<file path="config.mk">
export PLATFORM = sky130hd
export DESIGN_NAME = heartbeat_deadline_supervisor_unit
export DESIGN_NICKNAME = d
export VERILOG_FILES = /design/src/hdl/hds_pkg.sv /design/src/hdl/hds_cfg_regs.sv /design/src/hdl/hds_deadline_check.sv /design/src/hdl/heartbeat_deadline_supervisor_unit.sv
export SDC_FILE = /design/constraint.sdc
export NUM_CORES = 1
export LEC_CHECK = 0
export ABC_CLOCK_PERIOD_IN_PS = 7700
export BUFFER_PORTS_ARGS = -buffer_cell sky130_fd_sc_hd__buf_2
export CAP_MARGIN = 15
export CORE_ASPECT_RATIO = 0.7
export CORE_UTILIZATION = 25
export DETAILED_ROUTE_END_ITERATION = 8
export PLACE_DENSITY = 0.4
export SLEW_MARGIN = 40
export SYNTH_ARGS = -nofsm -noshare
export SYNTH_HDL_FRONTEND = slang
export SYNTH_SLANG_ARGS = --single-unit
</file>
<file path="constraint.sdc">
create_clock -name clk_i -period 7.7 [get_ports clk_i]
set_clock_uncertainty 0.15 [all_clocks]
set_input_delay 0.385 -clock clk_i [delete_from_list [all_inputs] [get_ports clk_i]]
set_output_delay 0.385 -clock clk_i [all_outputs]
set_load 0.01 [all_outputs]
</file>
<file path="src/hdl/hds_pkg.sv">
// Shared types and constants for the heartbeat deadline supervisor.
package hds_pkg;

  localparam int unsigned NumModules = 4;
  localparam int unsigned ModW       = 2;
  localparam int unsigned CntW       = 32;
  localparam int unsigned TimeW      = 32;
  localparam int unsigned CfgIdxW    = 3;

  localparam logic [CfgIdxW-1:0] CfgIdxMask = 3'd4;

  typedef enum logic [1:0] {
    OpHeartbeat = 2'd0,
    OpCheck     = 2'd1,
    OpRefresh   = 2'd2
  } opcode_e;

  typedef struct packed {
    logic [NumModules-1:0][TimeW-1:0] deadline;
    logic [NumModules-1:0]            required;
  } cfg_t;

  typedef struct packed {
    logic            hit;
    logic [ModW-1:0] idx;
  } check_t;

endpackage

</file>
<file path="src/hdl/hds_cfg_regs.sv">
// Configuration register file: per-module deadlines and required mask.
module hds_cfg_regs (
  input  logic                         clk_i,
  input  logic                         rst_ni,
  input  logic                         cfg_valid_i,
  output logic                         cfg_ready_o,
  input  logic [hds_pkg::CfgIdxW-1:0]  cfg_index_i,
  input  logic [hds_pkg::TimeW-1:0]    cfg_data_i,
  output hds_pkg::cfg_t                cfg_o
);
  import hds_pkg::*;

  cfg_t cfg_q, cfg_d;

  assign cfg_ready_o = 1'b1;

  always_comb begin
    cfg_d = cfg_q;
    if (cfg_valid_i) begin
      if (cfg_index_i < CfgIdxMask) begin
        cfg_d.deadline[cfg_index_i[ModW-1:0]] = cfg_data_i;
      end else if (cfg_index_i == CfgIdxMask) begin
        cfg_d.required = cfg_data_i[NumModules-1:0];
      end
    end
  end

  always_ff @(posedge clk_i or negedge rst_ni) begin
    if (!rst_ni) begin
      cfg_q <= '0;
    end else begin
      cfg_q <= cfg_d;
    end
  end

  assign cfg_o = cfg_q;

endmodule

</file>
<file path="src/hdl/hds_deadline_check.sv">
// Parallel elapsed-time compares and lowest-index miss select.
module hds_deadline_check (
  input  hds_pkg::cfg_t                                    cfg_i,
  input  logic [hds_pkg::NumModules-1:0]                   seen_i,
  input  logic [hds_pkg::NumModules-1:0][hds_pkg::TimeW-1:0] hb_time_i,
  input  logic [hds_pkg::TimeW-1:0]                        now_i,
  output hds_pkg::check_t                                  check_o
);
  import hds_pkg::*;

  logic [NumModules-1:0] miss;
  logic [TimeW-1:0]      elapsed [NumModules];

  always_comb begin
    for (int i = 0; i < NumModules; i++) begin
      elapsed[i] = now_i - hb_time_i[i];
      miss[i] = cfg_i.required[i] && (cfg_i.deadline[i] != '0) &&
                (!seen_i[i] || (elapsed[i] > cfg_i.deadline[i]));
    end
  end

  always_comb begin
    check_o = '0;
    for (int i = NumModules - 1; i >= 0; i--) begin
      if (miss[i]) begin
        check_o.hit = 1'b1;
        check_o.idx = ModW'(i);
      end
    end
  end

endmodule

</file>
<file path="src/hdl/heartbeat_deadline_supervisor_unit.sv">
// Heartbeat deadline supervisor top level: input stage, state, result register.
//
//  channel   direction  handshake                 payload
//  command   in         start && !busy            opcode_i, module_id_i, now_ms_i
//  result    out        done (one cycle)          check_passed_o .. blocked_total_o
//  config    in         cfg_valid && cfg_ready    cfg_index_i, cfg_data_i
//
// A command is taken every cycle. It is captured in the input register, then
// passes the combinational compare and priority select, and its result is
// registered in the result register, which drives done for the result beat.
// busy stays low.
// Reset clears state, counters, done and configuration to zero; input and result data registers are not reset.
// The result receiver cannot stall; each beat is shown for one cycle.
module heartbeat_deadline_supervisor_unit (
  input  logic                         clk_i,
  input  logic                         rst_ni,
  input  logic                         start,
  output logic                         busy,
  input  logic [1:0]                   opcode_i,
  input  logic [hds_pkg::ModW-1:0]     module_id_i,
  input  logic [hds_pkg::TimeW-1:0]    now_ms_i,
  output logic                         done,
  output logic                         check_passed_o,
  output logic                         fault_active_o,
  output logic [hds_pkg::ModW-1:0]     fault_module_o,
  output logic [hds_pkg::CntW-1:0]     fault_module_misses_o,
  output logic [hds_pkg::CntW-1:0]     fault_total_o,
  output logic [hds_pkg::CntW-1:0]     refresh_total_o,
  output logic [hds_pkg::CntW-1:0]     blocked_total_o,
  input  logic                         cfg_valid,
  output logic                         cfg_ready,
  input  logic [hds_pkg::CfgIdxW-1:0]  cfg_index_i,
  input  logic [hds_pkg::TimeW-1:0]    cfg_data_i
);
  import hds_pkg::*;

  cfg_t   cfg;
  check_t check;

  // input stage
  logic             in_valid_q;
  logic [1:0]       op_q;
  logic [ModW-1:0]  id_q;
  logic [TimeW-1:0] now_q;

  // supervisor state
  logic [NumModules-1:0][TimeW-1:0] hb_time_q, hb_time_d;
  logic [NumModules-1:0]            seen_q, seen_d;
  logic [NumModules-1:0][CntW-1:0]  miss_cnt_q, miss_cnt_d;
  logic [CntW-1:0]                  fault_cnt_q, fault_cnt_d;
  logic                             fault_flag_q, fault_flag_d;
  logic [ModW-1:0]                  last_q, last_d;
  logic [CntW-1:0]                  granted_q, granted_d;
  logic [CntW-1:0]                  blocked_q, blocked_d;
  logic                             passed_d;

  // result register
  logic            done_q;
  logic            res_passed_q;
  logic [CntW-1:0] res_misses_q;

  assign busy = 1'b0;

  hds_cfg_regs u_cfg (
    .clk_i       (clk_i),
    .rst_ni      (rst_ni),
    .cfg_valid_i (cfg_valid),
    .cfg_ready_o (cfg_ready),
    .cfg_index_i (cfg_index_i),
    .cfg_data_i  (cfg_data_i),
    .cfg_o       (cfg)
  );

  hds_deadline_check u_check (
    .cfg_i     (cfg),
    .seen_i    (seen_q),
    .hb_time_i (hb_time_q),
    .now_i     (now_q),
    .check_o   (check)
  );

  always_ff @(posedge clk_i or negedge rst_ni) begin
    if (!rst_ni) begin
      in_valid_q <= 1'b0;
    end else begin
      in_valid_q <= start;
    end
  end

  always_ff @(posedge clk_i) begin
    if (start) begin
      op_q  <= opcode_i;
      id_q  <= module_id_i;
      now_q <= now_ms_i;
    end
  end

  always_comb begin
    hb_time_d    = hb_time_q;
    seen_d       = seen_q;
    miss_cnt_d   = miss_cnt_q;
    fault_cnt_d  = fault_cnt_q;
    fault_flag_d = fault_flag_q;
    last_d       = last_q;
    granted_d    = granted_q;
    blocked_d    = blocked_q;
    passed_d     = 1'b0;
    if (in_valid_q) begin
      case (op_q)
        OpHeartbeat: begin
          hb_time_d[id_q] = now_q;
          seen_d[id_q]    = 1'b1;
        end
        OpCheck, OpRefresh: begin
          fault_flag_d = check.hit;
          passed_d     = !check.hit;
          if (check.hit) begin
            miss_cnt_d[check.idx] = miss_cnt_q[check.idx] + 1'b1;
            fault_cnt_d           = fault_cnt_q + 1'b1;
            last_d                = check.idx;
          end
          if (op_q == OpRefresh) begin
            if (check.hit) begin
              blocked_d = blocked_q + 1'b1;
            end else begin
              granted_d = granted_q + 1'b1;
            end
          end
        end
        default: ;
      endcase
    end
  end

  always_ff @(posedge clk_i or negedge rst_ni) begin
    if (!rst_ni) begin
      hb_time_q    <= '0;
      seen_q       <= '0;
      miss_cnt_q   <= '0;
      fault_cnt_q  <= '0;
      fault_flag_q <= 1'b0;
      last_q       <= '0;
      granted_q    <= '0;
      blocked_q    <= '0;
      done_q       <= 1'b0;
    end else begin
      hb_time_q    <= hb_time_d;
      seen_q       <= seen_d;
      miss_cnt_q   <= miss_cnt_d;
      fault_cnt_q  <= fault_cnt_d;
      fault_flag_q <= fault_flag_d;
      last_q       <= last_d;
      granted_q    <= granted_d;
      blocked_q    <= blocked_d;
      done_q       <= in_valid_q;
    end
  end

  always_ff @(posedge clk_i) begin
    if (in_valid_q) begin
      res_passed_q <= passed_d;
      res_misses_q <= miss_cnt_d[last_d];
    end
  end

  assign done                  = done_q;
  assign check_passed_o        = res_passed_q;
  assign fault_active_o        = fault_flag_q;
  assign fault_module_o        = last_q;
  assign fault_module_misses_o = res_misses_q;
  assign fault_total_o         = fault_cnt_q;
  assign refresh_total_o       = granted_q;
  assign blocked_total_o       = blocked_q;

`ifndef SYNTH
  a_done_follows_start: assert property (@(posedge clk_i) disable iff (!rst_ni)
    done |-> $past(start, 2))
    else $error("result beat without a command two cycles earlier");

  a_pass_no_fault: assert property (@(posedge clk_i) disable iff (!rst_ni)
    (done && check_passed_o) |-> !fault_active_o)
    else $error("passed check reported with active fault");

  a_grant_needs_pass: assert property (@(posedge clk_i) disable iff (!rst_ni)
    (refresh_total_o != $past(refresh_total_o)) |-> (done && check_passed_o))
    else $error("refresh count moved without a passed check");

  a_fault_count_step: assert property (@(posedge clk_i) disable iff (!rst_ni)
    (fault_total_o != $past(fault_total_o)) |->
      (done && fault_active_o && fault_total_o == $past(fault_total_o) + 1'b1))
    else $error("fault total moved without a detected miss");
`endif

endmodule

</file>
; Word level (Yosys, flattened, before mapping)
; Cells that the tools add are included.
[word_totals]
ff_bits = 562
latch_bits = 0
ramBits = 0
rom_bits = 0
output_inout_bits = 135
elab_cells = 110
mem_count = 0
[classes]
n_addsub = 8
mul = 0
n_div = 0
order_cmp = 12
eq_ne = 3
n_shift = 0
mux = 25
bitwise_logic = 3
reduce_logical = 33
[ops]
columns = cell, n
row1 = $bwmux 128, 3
row2 = $mux 128, 3
row3 = $demux 32 s2, 3
row4 = $mux 32, 5
row5 = $add 32x1->32 const B, 4
row6 = $bmux 32 s2, 2
row7 = $gt 32x32->1, 4
row8 = $reduce_bool 32->1, 4
row9 = $sub 32x32->32, 4
row10 = $lt 2x3->1 const B, 4
row11 = $mux 3, 4
row12 = $logic_and 1x1->1, 11
row13 = $reduce_and 4->1, 2
row14 = $ge 2x1->1 const B, 3
row15 = $mux 2, 3
row16 = $reduce_and 2->1, 3
row17 = $reduce_and 3->1, 2
row18 = $logic_not 1->1, 5
row19 = $logic_or 1x1->1, 4
row20 = $or 4x4->4, 1
row21 = $eq 3x3->1 const B, 1
row22 = $lt 3x3->1 const B, 1
row23 = $demux 1 s2, 1
row24 = $eq 2x1->1 const B, 1
row25 = other kinds (5), 6

; Longest topological paths before layout
; Gate-level depths: netlist (run 1).
[depth]
depth_word = 18
mapped_depth = 38
ltp_nobuf = 37

; By module
; A second synthesis (run 1) with hierarchy kept.
[unflattened]
hier_cells = 3127
area_unflattened_um2 = 33507.1
[by_module_without_submodules]
columns = mod, n_inst, cells_each, area_each_um2
row1 = heartbeat_deadline_supervisor_unit, 1, 1406, 18271.3
row2 = hds_deadline_check, 1, 1436, 10000.8
row3 = hds_cfg_regs, 1, 285, 5235.0

; Worst setup path before layout (run 1)
; No wires, ideal clock.
[synth_timing]
path_type = register -> register
start = register now_q[0]
end = register res_misses_q[31] (netlist: fault_module_misses_o[31]), data pin
setup_ps = 259
arrival_ps = 7266
setup_slack_ps = 25
stages_incl_launch_ff = 38
n_path_buf = 2
path_cell_list = edfxtp_1 > inv_1 > ha_1 > inv_1 > fa_1 > a21o_1 > a21oi_1 > nor2b_1 > o21a_1 > o22a_1 > a41oi_1 > a21oi_1 > a211oi_1 > o31ai_1 > o41ai_1 > o21bai_1 > a21oi_1 > o21ai_1 > [2 not listed] > ha_1 > nand4_1 > nor4_1 > nor3b_1 > o41a_2 > o21ai_4 > o211ai_2 > and2_4 > buf_6 > buf_6 > o221ai_1 > or4b_4 > nor4_4 > nand4b_1 > xor2_1 > o21ai_1 > a22oi_1 > nand2_1
[synth_rtl]
columns = element, line
row1 = from (decl), heartbeat_deadline_supervisor_unit.sv:44  ; logic [TimeW-1:0] now_q;
row2 = from (signal assigned), heartbeat_deadline_supervisor_unit.sv:94  ; now_q <= now_ms_i;
row3 = to (signal assigned), heartbeat_deadline_supervisor_unit.sv:162  ; res_misses_q <= miss_cnt_d[last_d];
row4 = to (decl), heartbeat_deadline_supervisor_unit.sv:60  ; logic [CntW-1:0] res_misses_q;

; Final worst setup path (run 1)
[layout_timing]
start = register now_q[0]
end = register res_misses_q[29] (netlist: fault_module_misses_o[29]), data pin
[layout_via]
elab_chain_len = 18
[layout_lines]
columns = element, line
row1 = $sub 32x32->32, hds_deadline_check.sv:16  ; elapsed[i] = now_i - hb_time_i[i];
row2 = $gt 32x32->1, hds_deadline_check.sv:18  ; (!seen_i[i] || (elapsed[i] > cfg_i.deadline[i]));
row3 = $logic_or 1x1->1, hds_deadline_check.sv:18
row4 = $logic_and 1x1->1, hds_deadline_check.sv:17  ; miss[i] = cfg_i.required[i] && (cfg_i.deadline[i] != '0) &&
row5 = $mux 3 (3 in series), hds_deadline_check.sv:25  ; if (miss[i]) begin
row6 = $mux 3 *, hds_deadline_check.sv:25
row7 = branches (longest 8 deep; another with $add 32x1->32), --
row8 = $bmux 32 s2 *, heartbeat_deadline_supervisor_unit.sv:162
row9 = $mux 32 (not written as such) *, heartbeat_deadline_supervisor_unit.sv:162
; Every way passes the cells marked *. The select of a mux whose other input is x is not followed.
; A chain may end at the register's enable or synchronous reset.

==> impl.org, run 1 <==
** Outcome
- Outcome :: finished with violations
- Failing checks :: negative setup slack

** Finish
- In the final design database the tool counted 4,483 nets.
- Synthesis-to-finish area growth :: 40.2%
- Register area :: 0.0144 mm^2
- FILL cells :: 13,200
- The post-route netlist has 33.7% of its cells at a drive strength greater than 1.
- Layout Cells excl Fill :: 5,943
- The multi-input combinational cells in the finished layout cover a total of 0.0187 mm^2.

** Synth
- Proportion of synthesized flip-flops having asynchronous set or reset :: 87.7%
- Synth Net Count :: 3,654
- Most used standard cell by instance count after synthesis :: dfrtp_1
- Cell accounting for the most synthesized area :: dfrtp_1
- Distinct cell type count of the synthesized netlist :: 92
- Post-synthesis instance area :: 0.0324 mm^2
- Yosys synthesis warning count :: 0
- For this run, the leading register cell type out of synthesis is dfrtp_1.
- Average cell area after synthesis :: 9.78 um^2
- Share of the synthesized area in the top cell type :: 38.0%
- Flip-flop and latch count after synthesis :: 562
- Most area-consuming cells after synthesis :: dfrtp_1 38%, ha_1 10%, edfxtp_1 6.4%, mux2_2 5.2%, nand2_1 4.9%
- Counting flops with a built-in enable in the synthesized netlist gives 69.
- Cells after Synth :: 3,317
- Summing the sequential cell areas from Yosys gives 44.4% of the chip area.
- Cell types with the highest counts after synthesis :: 493 x dfrtp_1, 419 x nand2_1, 287 x inv_1, 285 x o21ai_0, 258 x ha_1

** GRT
- Number of antenna violations at the first check in global routing :: 0
- For met2 alone, demand over resource in global routing was 24.2%.
- Most crowded layer after global routing :: met1
- Fraction of met1 tracks used by global routing :: 28.7%
- Global routing usage summed across all routing layers :: 17.7%
- Pin count of the biggest net entering global routing :: 109
- In the global route stage, met3 resource usage came out at 2.68%.
- The total overflow left after global routing is 0.
- First-pass GRT wire length :: 176 mm
- Via count of the first global-routing pass :: 26,900

** Placement
- Global placer's final weighted congestion :: 0.847
- Hpwl dp :: 86.9 mm
- Including well taps, the total number of placed cells is 5,630.
- The count of buffers added on input and output ports is 207.

** Worst setup path
- The critical path in this run is classified as reg -> reg.
- The worst setup path is captured at a flip-flop.
- Worst stage delay on the critical path :: 610 ps
- Crit Reg-Reg Endpoint :: fault_module_misses_o[29]$_DFFE_PP_
- The worst register-to-register path begins at now_q[0]$_DFFE_PP_.
- Worst R2R Setup Slack :: -780 ps
- STA classifies the critical path startpoint as a flip-flop.
- Counting cells, the worst reg-to-reg path comes to 43.
- The most numerous cell type found on the critical path is buf_6.
- At the worst endpoint, the required time is 7950 ps.
- On the critical path, the stage with the largest delay is an instance of or4_4.
- STA puts the critical path data arrival time at 8730 ps.
- Highest net fanout along the worst path :: 5

** STA
- Transition time at the pin with the least slew margin :: 871 ps
- Setup slack on the critical path of the routed design comes to -776 ps.
- Adding up every negative setup slack in the final design gives -46,740 ps.
- The worst pin sits at a relative slew slack of 41.4%.
- Counting I/O delays and the setup requirement, the final critical path takes 8480 ps.
- Setup violations remaining at the end of the flow were counted as 137.
- Final count of hold timing violations :: 0
- Setup repair after global routing could not meet its margin everywhere.
- Share of the cycle needed by the critical path after routing :: 110%
- The number of max-slew violations in the final report came to 0.
- Timing-limited maximum frequency :: 118 MHz

** Clocking
- No sink is reached through more buffers than the 3 on the longest clock path.
- The clock reaches the later pin of the worst-skew pair after 660 ps.
- The clock net in this run drives a total of 562 sinks.
- Number of H-tree levels :: 3
- Clk pin slew, worst setup/hold paths :: 60 ps
- TritonCTS created 70 clock buffers.
- Clock tree from TritonCTS :: yes
- Clock Root Buffer :: clkbuf_16

** Pwr
- Maximum VDD drop :: 198 uV
- Leakage power :: 20.9 nW
- For this design the ratio of total power to cell area is 415 mW/mm^2.

** Route
- Post-DRT Antenna Nets :: 0
- The final layout contains routed wiring with a total length of 117 mm.
- Number of search-and-repair iterations in the first detailed-routing pass :: 6
- In the routed layout, each cell is associated on average with a via count of 4.59.
- Across all layers, the routed design uses 27,300 vias.
- Number of remaining DRC errors :: 0
- Starting DRT DRC Count :: 1,881
- Detailed-route wire length per cell :: 19.8 um

** Hold path
- Cell count of the worst hold path :: 4
- Min-delay worst type :: in -> reg
- For hold timing, the worst endpoint is u_cfg.cfg_o[1]$_DFFE_PN0P_.
- The startpoint identified for the worst hold timing path is cfg_valid.

** Floorplanning
- The floorplan has 110 rows.
- Die outline height :: 303 um
- Pin placement for this block handled 210 I/O pins.
- The die covers 0.131 mm^2.
- Area of the core region :: 0.129 mm^2
- The die is 432 um wide.
- Initial core utilization :: 25.2%

** Run
- Max-cap violations in this run came to 0.
per-stage QoR:
step                      util (%)  setup slack [ps]  power, W  area [um^2]  hold WS [ps]
after floorplan                  -              25.1   0.00922        32400         -60.6
after global placement        30.4             -1980    0.0132        39100           275
after detailed placement      30.5             -2040    0.0132        39200           267
after CTS                     34.7             -1120    0.0184        44700          28.2
after global routing          35.4             -1170    0.0202        45500          56.0
final                         35.4              -776    0.0189        45500          83.0
layout make-up:
class / count / share of cell area, %
well taps: 1736 / 4.78
clock inverters: 23 / 0.435
clock buffers: 105 / 4.71
flip-flops and latches: 562 / 31.7
repair buffers: 859 / 14.9
inverters: 288 / 2.38
diodes: 5 / 0.0275
multi-input cells: 2365 / 41.1
worst max-delay path: cells and delay by family (launching register included):
family                     cells  cell delay (ps)
adders and majority gates      3              780
AOI/OAI and AO/OA             21             3350
and+or+nand+nor                7             1820
DFF                            1              410
xor gates and xnor gates       2              300
buffers and inverters         10             1400
cells in the final DEF, fill, tap and decap left out, types with 94 or more instances in the layout:
cell type / synthesis / layout
inv_1: 287 / 281
dfrtp_1: 493 / 492
ha_1: 258 / 255
nand2_1: 419 / 401
o21ai_0: 285 / 180
buf_2: 7 / 206
mux2_2: 150 / 147
nor2_1: 156 / 132
xnor2_1: 168 / 159
a21oi_1: 122 / 94
buf_4: 6 / 488
kinds of logic after synthesis:
kind of cell,Yosys count,synth area share [%]
flip-flops,562,44.4
XOR/XNOR,233,6.32
AO/OA/AOI/OAI,706,13.7
adder cells (fa/ha/maj),262,10.2
AND/OR/NAND/NOR,988,14.7
multiplexers,174,5.95
buffers and inverters,390,4.70
other,2,0.0232
repair_timing:
| item | CTS | global route |
|---|---|---|
| endpoints found under the hold margin | 237 | 0 |
| pin swaps | 181 | 125 |
| gates resized for setup | 461 | 127 |
| setup endpoints to repair | 259 | 245 |
| setup buffers | 91 | 45 |
| cloned | 2 | 1 |
| hold buffers | 69 | 0 |
layer usage:
layer | wire (um) | share of wire [%]
met1 | 65000 | 55
met5 | 0 | 0
met2 | 46500 | 40
met3 | 4060 | 3.5
met4 | 1840 | 1.6
registers in the layout, summed over array words and instances, names as in the netlist, 2 cells and up:
name and flops:
miss_cnt_q 128, seen_q 4, fault_total_o 32, hb_time_q 128, fault_module_misses_o 32, op_q 2, refresh_total_o 32, id_q 2
fault_module_o 2, now_q 32, u_cfg.cfg_o 132, blocked_total_o 32
worst max path at each step:
stage / start / end / slack [ps] / depth (start not counted)
6_report: now_q[0]$_DFFE_PP_ / fault_module_misses_o[29]$_DFFE_PP_ / -780 / 43
5_1_grt: now_q[0]$_DFFE_PP_ / fault_module_misses_o[31]$_DFFE_PP_ / -1170 / 41
4_1_cts: now_q[0]$_DFFE_PP_ / fault_module_misses_o[31]$_DFFE_PP_ / -1120 / 41
3_5_place_dp: now_q[0]$_DFFE_PP_ / fault_module_misses_o[31]$_DFFE_PP_ / -2040 / 41
3_3_place_gp: now_q[0]$_DFFE_PP_ / fault_module_misses_o[31]$_DFFE_PP_ / -1980 / 41
2_1_floorplan: now_q[0]$_DFFE_PP_ / fault_module_misses_o[31]$_DFFE_PP_ / 30 / 37
where the power goes:
group          switching (W)  total [W]  leakage [nW]  internal (W)
combinational        0.00585     0.0110          12.8       0.00520
sequential          0.000549    0.00442          6.93       0.00387
clock                0.00141    0.00340          1.15       0.00199
Note: power is estimated with default switching activity, not from simulation.
==> run 2: changes to the inputs <==
--- a/config.mk
+++ b/config.mk
@@ -5,13 +5,13 @@
 export SDC_FILE = /design/constraint.sdc
 export NUM_CORES = 1
 export LEC_CHECK = 0
-export ABC_CLOCK_PERIOD_IN_PS = 7700
+export ABC_CLOCK_PERIOD_IN_PS = 10650
 export BUFFER_PORTS_ARGS = -buffer_cell sky130_fd_sc_hd__buf_2
 export CAP_MARGIN = 15
 export CORE_ASPECT_RATIO = 0.7
-export CORE_UTILIZATION = 25
+export CORE_UTILIZATION = 65
 export DETAILED_ROUTE_END_ITERATION = 8
-export PLACE_DENSITY = 0.4
+export PLACE_DENSITY = 0.84
 export SLEW_MARGIN = 40
 export SYNTH_ARGS = -nofsm -noshare
 export SYNTH_HDL_FRONTEND = slang
==> constraint.sdc (replaced) <==
create_clock -name clk_i -period 10.65 [get_ports clk_i]
set_clock_uncertainty 0.15 [all_clocks]
set_input_delay 0.5325 -clock clk_i [delete_from_list [all_inputs] [get_ports clk_i]]
set_output_delay 0.5325 -clock clk_i [all_outputs]
set_load 0.01 [all_outputs]
==> run 2 against run 1 <==
  * The flow now finishes without violations
  * Via count fell by 1.3%
  * Sequential share of layout area rose by 7.7 points
  * Sequential power fell by 27%
  * Register-to-register slack improved by 1300 ps
  * Non-clock buffer count fell by 564
  * Final area fell by 20%
  * First-iteration DRC count rose by 70%
  * Core utilization rose by 39 points
  * Total power fell by 45%
  * Die area fell by 61%
  * Flip-flop and latch count did not move
==> impl.org, run 2 (synthesized netlist as in run 1, its figures left out) <==
** Finish
- The number of filler cells placed in the layout is 3,369 (-74%).
- The number of flip-flops in the largest register is 132 (unchanged).
- # nets final :: 3,905 (-13%)
- The share of post-route cells with drive strength above 1 was 15.7% (-18 points).
- Synthesis-to-finish area growth :: 12.7%
- In the layout the commonest cells are 492 x dfrtp_1, 417 x nand2_1, 287 x inv_1.
- Post-route cell area :: 0.0366 mm^2 (-20%)
- Leading cell type in the layout, fill and taps excluded :: dfrtp_1

** Clocking
- The CTS clock-pin slew for the worst setup and hold paths came to 60 ps (about the same).
- Clk buf depth :: 3 (unchanged)
- Clock Root Buffer :: clkbuf_16
- Clock Latency Late Sink :: 630 ps (-30 ps)
- The maximum level of the CTS H-tree is 2 (-1).
- Num CTS Buffers :: 55 (-21%)
- Number of clock sinks :: 562 (unchanged)
- Clock tree from TritonCTS :: yes

** STA
- The transition time of the tightest slew-check pin was 905 ps (+34.0 ps).
- Timing-limited maximum frequency :: 98.6 MHz (-16%)
- Slew Limit Fails :: 0 (unchanged)
- Setup repair after global routing left no endpoint under its margin.
- Share of the cycle needed by the critical path after routing :: 95.2% (-15 points)
- Hold slack final :: 70.4 ps (-12.6 ps)
- Finish-stage setup viols :: 0 (-100%)
- The number of hold violations in the final report came to 0 (unchanged).
- The final setup slack of the worst path is 512 ps (+1290 ps).
- Slew HR :: 39.5% (-1.9 points)
- The sum of negative setup slack came to 0 ps (+46,740 ps).
- Final critical path time including I/O delays and setup :: 10,140 ps (+1660 ps)

** Floorplanning
- The initial core utilization is 65.8% (+41 points).
- The number of top-level design ports is 210 (unchanged).
- The die span in y came to 189 um (-38%).
- DIE AREA :: 0.0508 mm^2 (-61%)
- Area of the core region :: 0.0493 mm^2 (-62%)
- Die Span X :: 269 um (-38%)
- The count of standard-cell rows was 68 (-38%).

** Worst setup path
- Type of element capturing the critical path :: flip-flop
- Highest net fanout along the worst path :: 15 (+10)
- Standard cell with the maximum stage delay on the critical path :: a21oi_1
- The worst setup path is of the reg -> reg kind.
- Worst stage delay on the critical path :: 630 ps (+20 ps)
- The data required time of the worst path came to 10,860 ps (+2910 ps).
- The number of cell instances on the worst register-to-register path is 37 (-14%).
- In this design, the critical path's most frequently occurring cell is a21oi_1.
- The endpoint identified for the worst register-to-register timing path is fault_module_misses_o[28]$_DFFE_PP_.
- Destination of the critical timing path :: fault_module_misses_o[28]$_DFFE_PP_
- Data arrival at the endpoint of the critical path :: 10,350 ps (+1620 ps)
- The worst register-to-register path begins at now_q[0]$_DFFE_PP_.
- Worst Setup Start Kind :: flip-flop
- Worst R2R Setup Slack :: 510 ps (+1290 ps)
- Critical path launch point :: now_q[0]$_DFFE_PP_

** GRT
- The number of antenna violations at the first check in global routing is 6 (+6).
- The overall fraction of global-route tracks in use came to 36.9% (+19 points).
- Via count of the first global-routing pass :: 26,500 (-1.4%)
- The overflow left after global routing came to 0 (unchanged).
- The wire length of the first global-routing pass came to 145 mm (-18%).
- Pin count of the biggest net entering global routing :: 86 (-21%)

** Placement
- Hpwl dp :: 67.1 mm (-23%)
- Global placer's final weighted congestion :: 0.985 (+16%)
- Worst slack after detailed placement :: 265 ps (+2310 ps)
- Placed Instance Area :: 0.0343 mm^2 (-12%)
- The count of input and output buffers was 207 (unchanged).

** Route
- Post-DRT Antenna Nets :: 0 (unchanged)
- The post-detailed-route via-to-cell ratio was 6.28 (+37%).
- The wire length reported by the detailed router was 93.6 mm (-20%).
- The count of routing violations after the opening detailed-route iteration was 3,194 (+70%).
- The overall via count from detail_route was 26,900 (-1.3%).
- The number of optimization iterations in the first detailed-route pass came to 7 (+1).
- The wire length per cell after detailed routing was 21.8 um (+11%).
- Number of remaining DRC errors :: 0 (unchanged)

** Outcome
- The flow ran to the end, and the final reports show no timing, DRC or antenna violations.

** Pwr
- The overall power consumption came to 0.0103 W (-45%).
- The worst supply voltage drop on vdd came to 168 uV (-15%).
- The standby leakage power came to 17.1 nW (-18%).
- The power per cell area came to 283 mW/mm^2 (-32%).

** Run
- Max Cap Viol :: 0 (unchanged)

** Hold path
- Min-delay worst type :: in -> reg
[run 2: changes by cell type in the layout (fill, tap and decap cells not counted), sizes merged]
cell	delta
and2	+1
buf	-531
bufinv	+1
clkbuf	-19
clkinv	-7
clkinvlp	-1
diode	-3
dlygate4sd3	-32
inv	+1
[run 2: critical path: cells and delay by family, from the launching register on]
family	cells	cell delay, ps
AOI/OAI and AO/OA	21	5060
and+or+nand+nor	7	2020
adders and majority gates	3	920
buffers and inverters	4	740
xor gates and xnor gates	2	560
DFF	1	390
[run 2: where the power goes]
| part | total [W] | switching (W) | internal [W] |
|---|---|---|---|
| registers | 0.00321 | 0.000411 | 0.00280 |
| clock network | 0.00198 | 0.000873 | 0.00111 |
| logic | 0.00516 | 0.00315 | 0.00201 |
[run 2: final cells by class]
cell class	instances	area (um^2)	share of cell area [%]
Inverter	288	1080	2.96
Timing Repair Buffer	295	1850	5.06
Clock inverter	17	184	0.503
Sequential cell	562	14400	39.4
Antenna cell	2	5.00	0.0137
Tap cell	665	832	2.28
Multi-Input combinational cell	2366	16600	45.4
Clock buffer	87	1610	4.40
[run 2: worst min path at each step]
stage                                                from                              end  slack (ps)  cells after the start
after floorplan                                    rst_ni   blocked_total_o[0]$_DFFE_PN0P_          90                      0
final                                      cfg_data_i[21]      u_cfg.cfg_o[89]$_DFFE_PN0P_          70                      3
after global placement    refresh_total_o[31]$_DFFE_PN0P_  refresh_total_o[31]$_DFFE_PN0P_         300                      1
after global routing                       cfg_data_i[21]      u_cfg.cfg_o[89]$_DFFE_PN0P_          60                      3
after detailed placement  refresh_total_o[31]$_DFFE_PN0P_  refresh_total_o[31]$_DFFE_PN0P_         310                      1
after CTS                                  cfg_data_i[21]      u_cfg.cfg_o[89]$_DFFE_PN0P_          30                      3
[run 2: stage by stage]
step,utilization (%),instances
final,74.2,4282
after global routing,74.2,4282
after CTS,74.0,4275
after detailed placement,69.6,4134
after global placement,69.5,4131
after floorplan,-,3317
[run 2: what timing repair did]
action                                 CTS  global route
endpoints found under the hold margin  118             0
setup buffers                            0             2
gates resized for setup                  0             3
setup endpoints to repair                0            71
hold buffers                            37             0
[run 2: routing by layer]
| metal | track usage (%) | vias to the layer above | share of wire (%) |
|---|---|---|---|
| li1 | - | 12200 | - |
| met1 | 53.1 | 13000 | 43 |
| met2 | 53.0 | 1426 | 42 |
| met3 | 11.0 | 254 | 12 |
| met4 | 12.7 | 2 | 3.2 |
| met5 | 0 | - | 0.0075 |
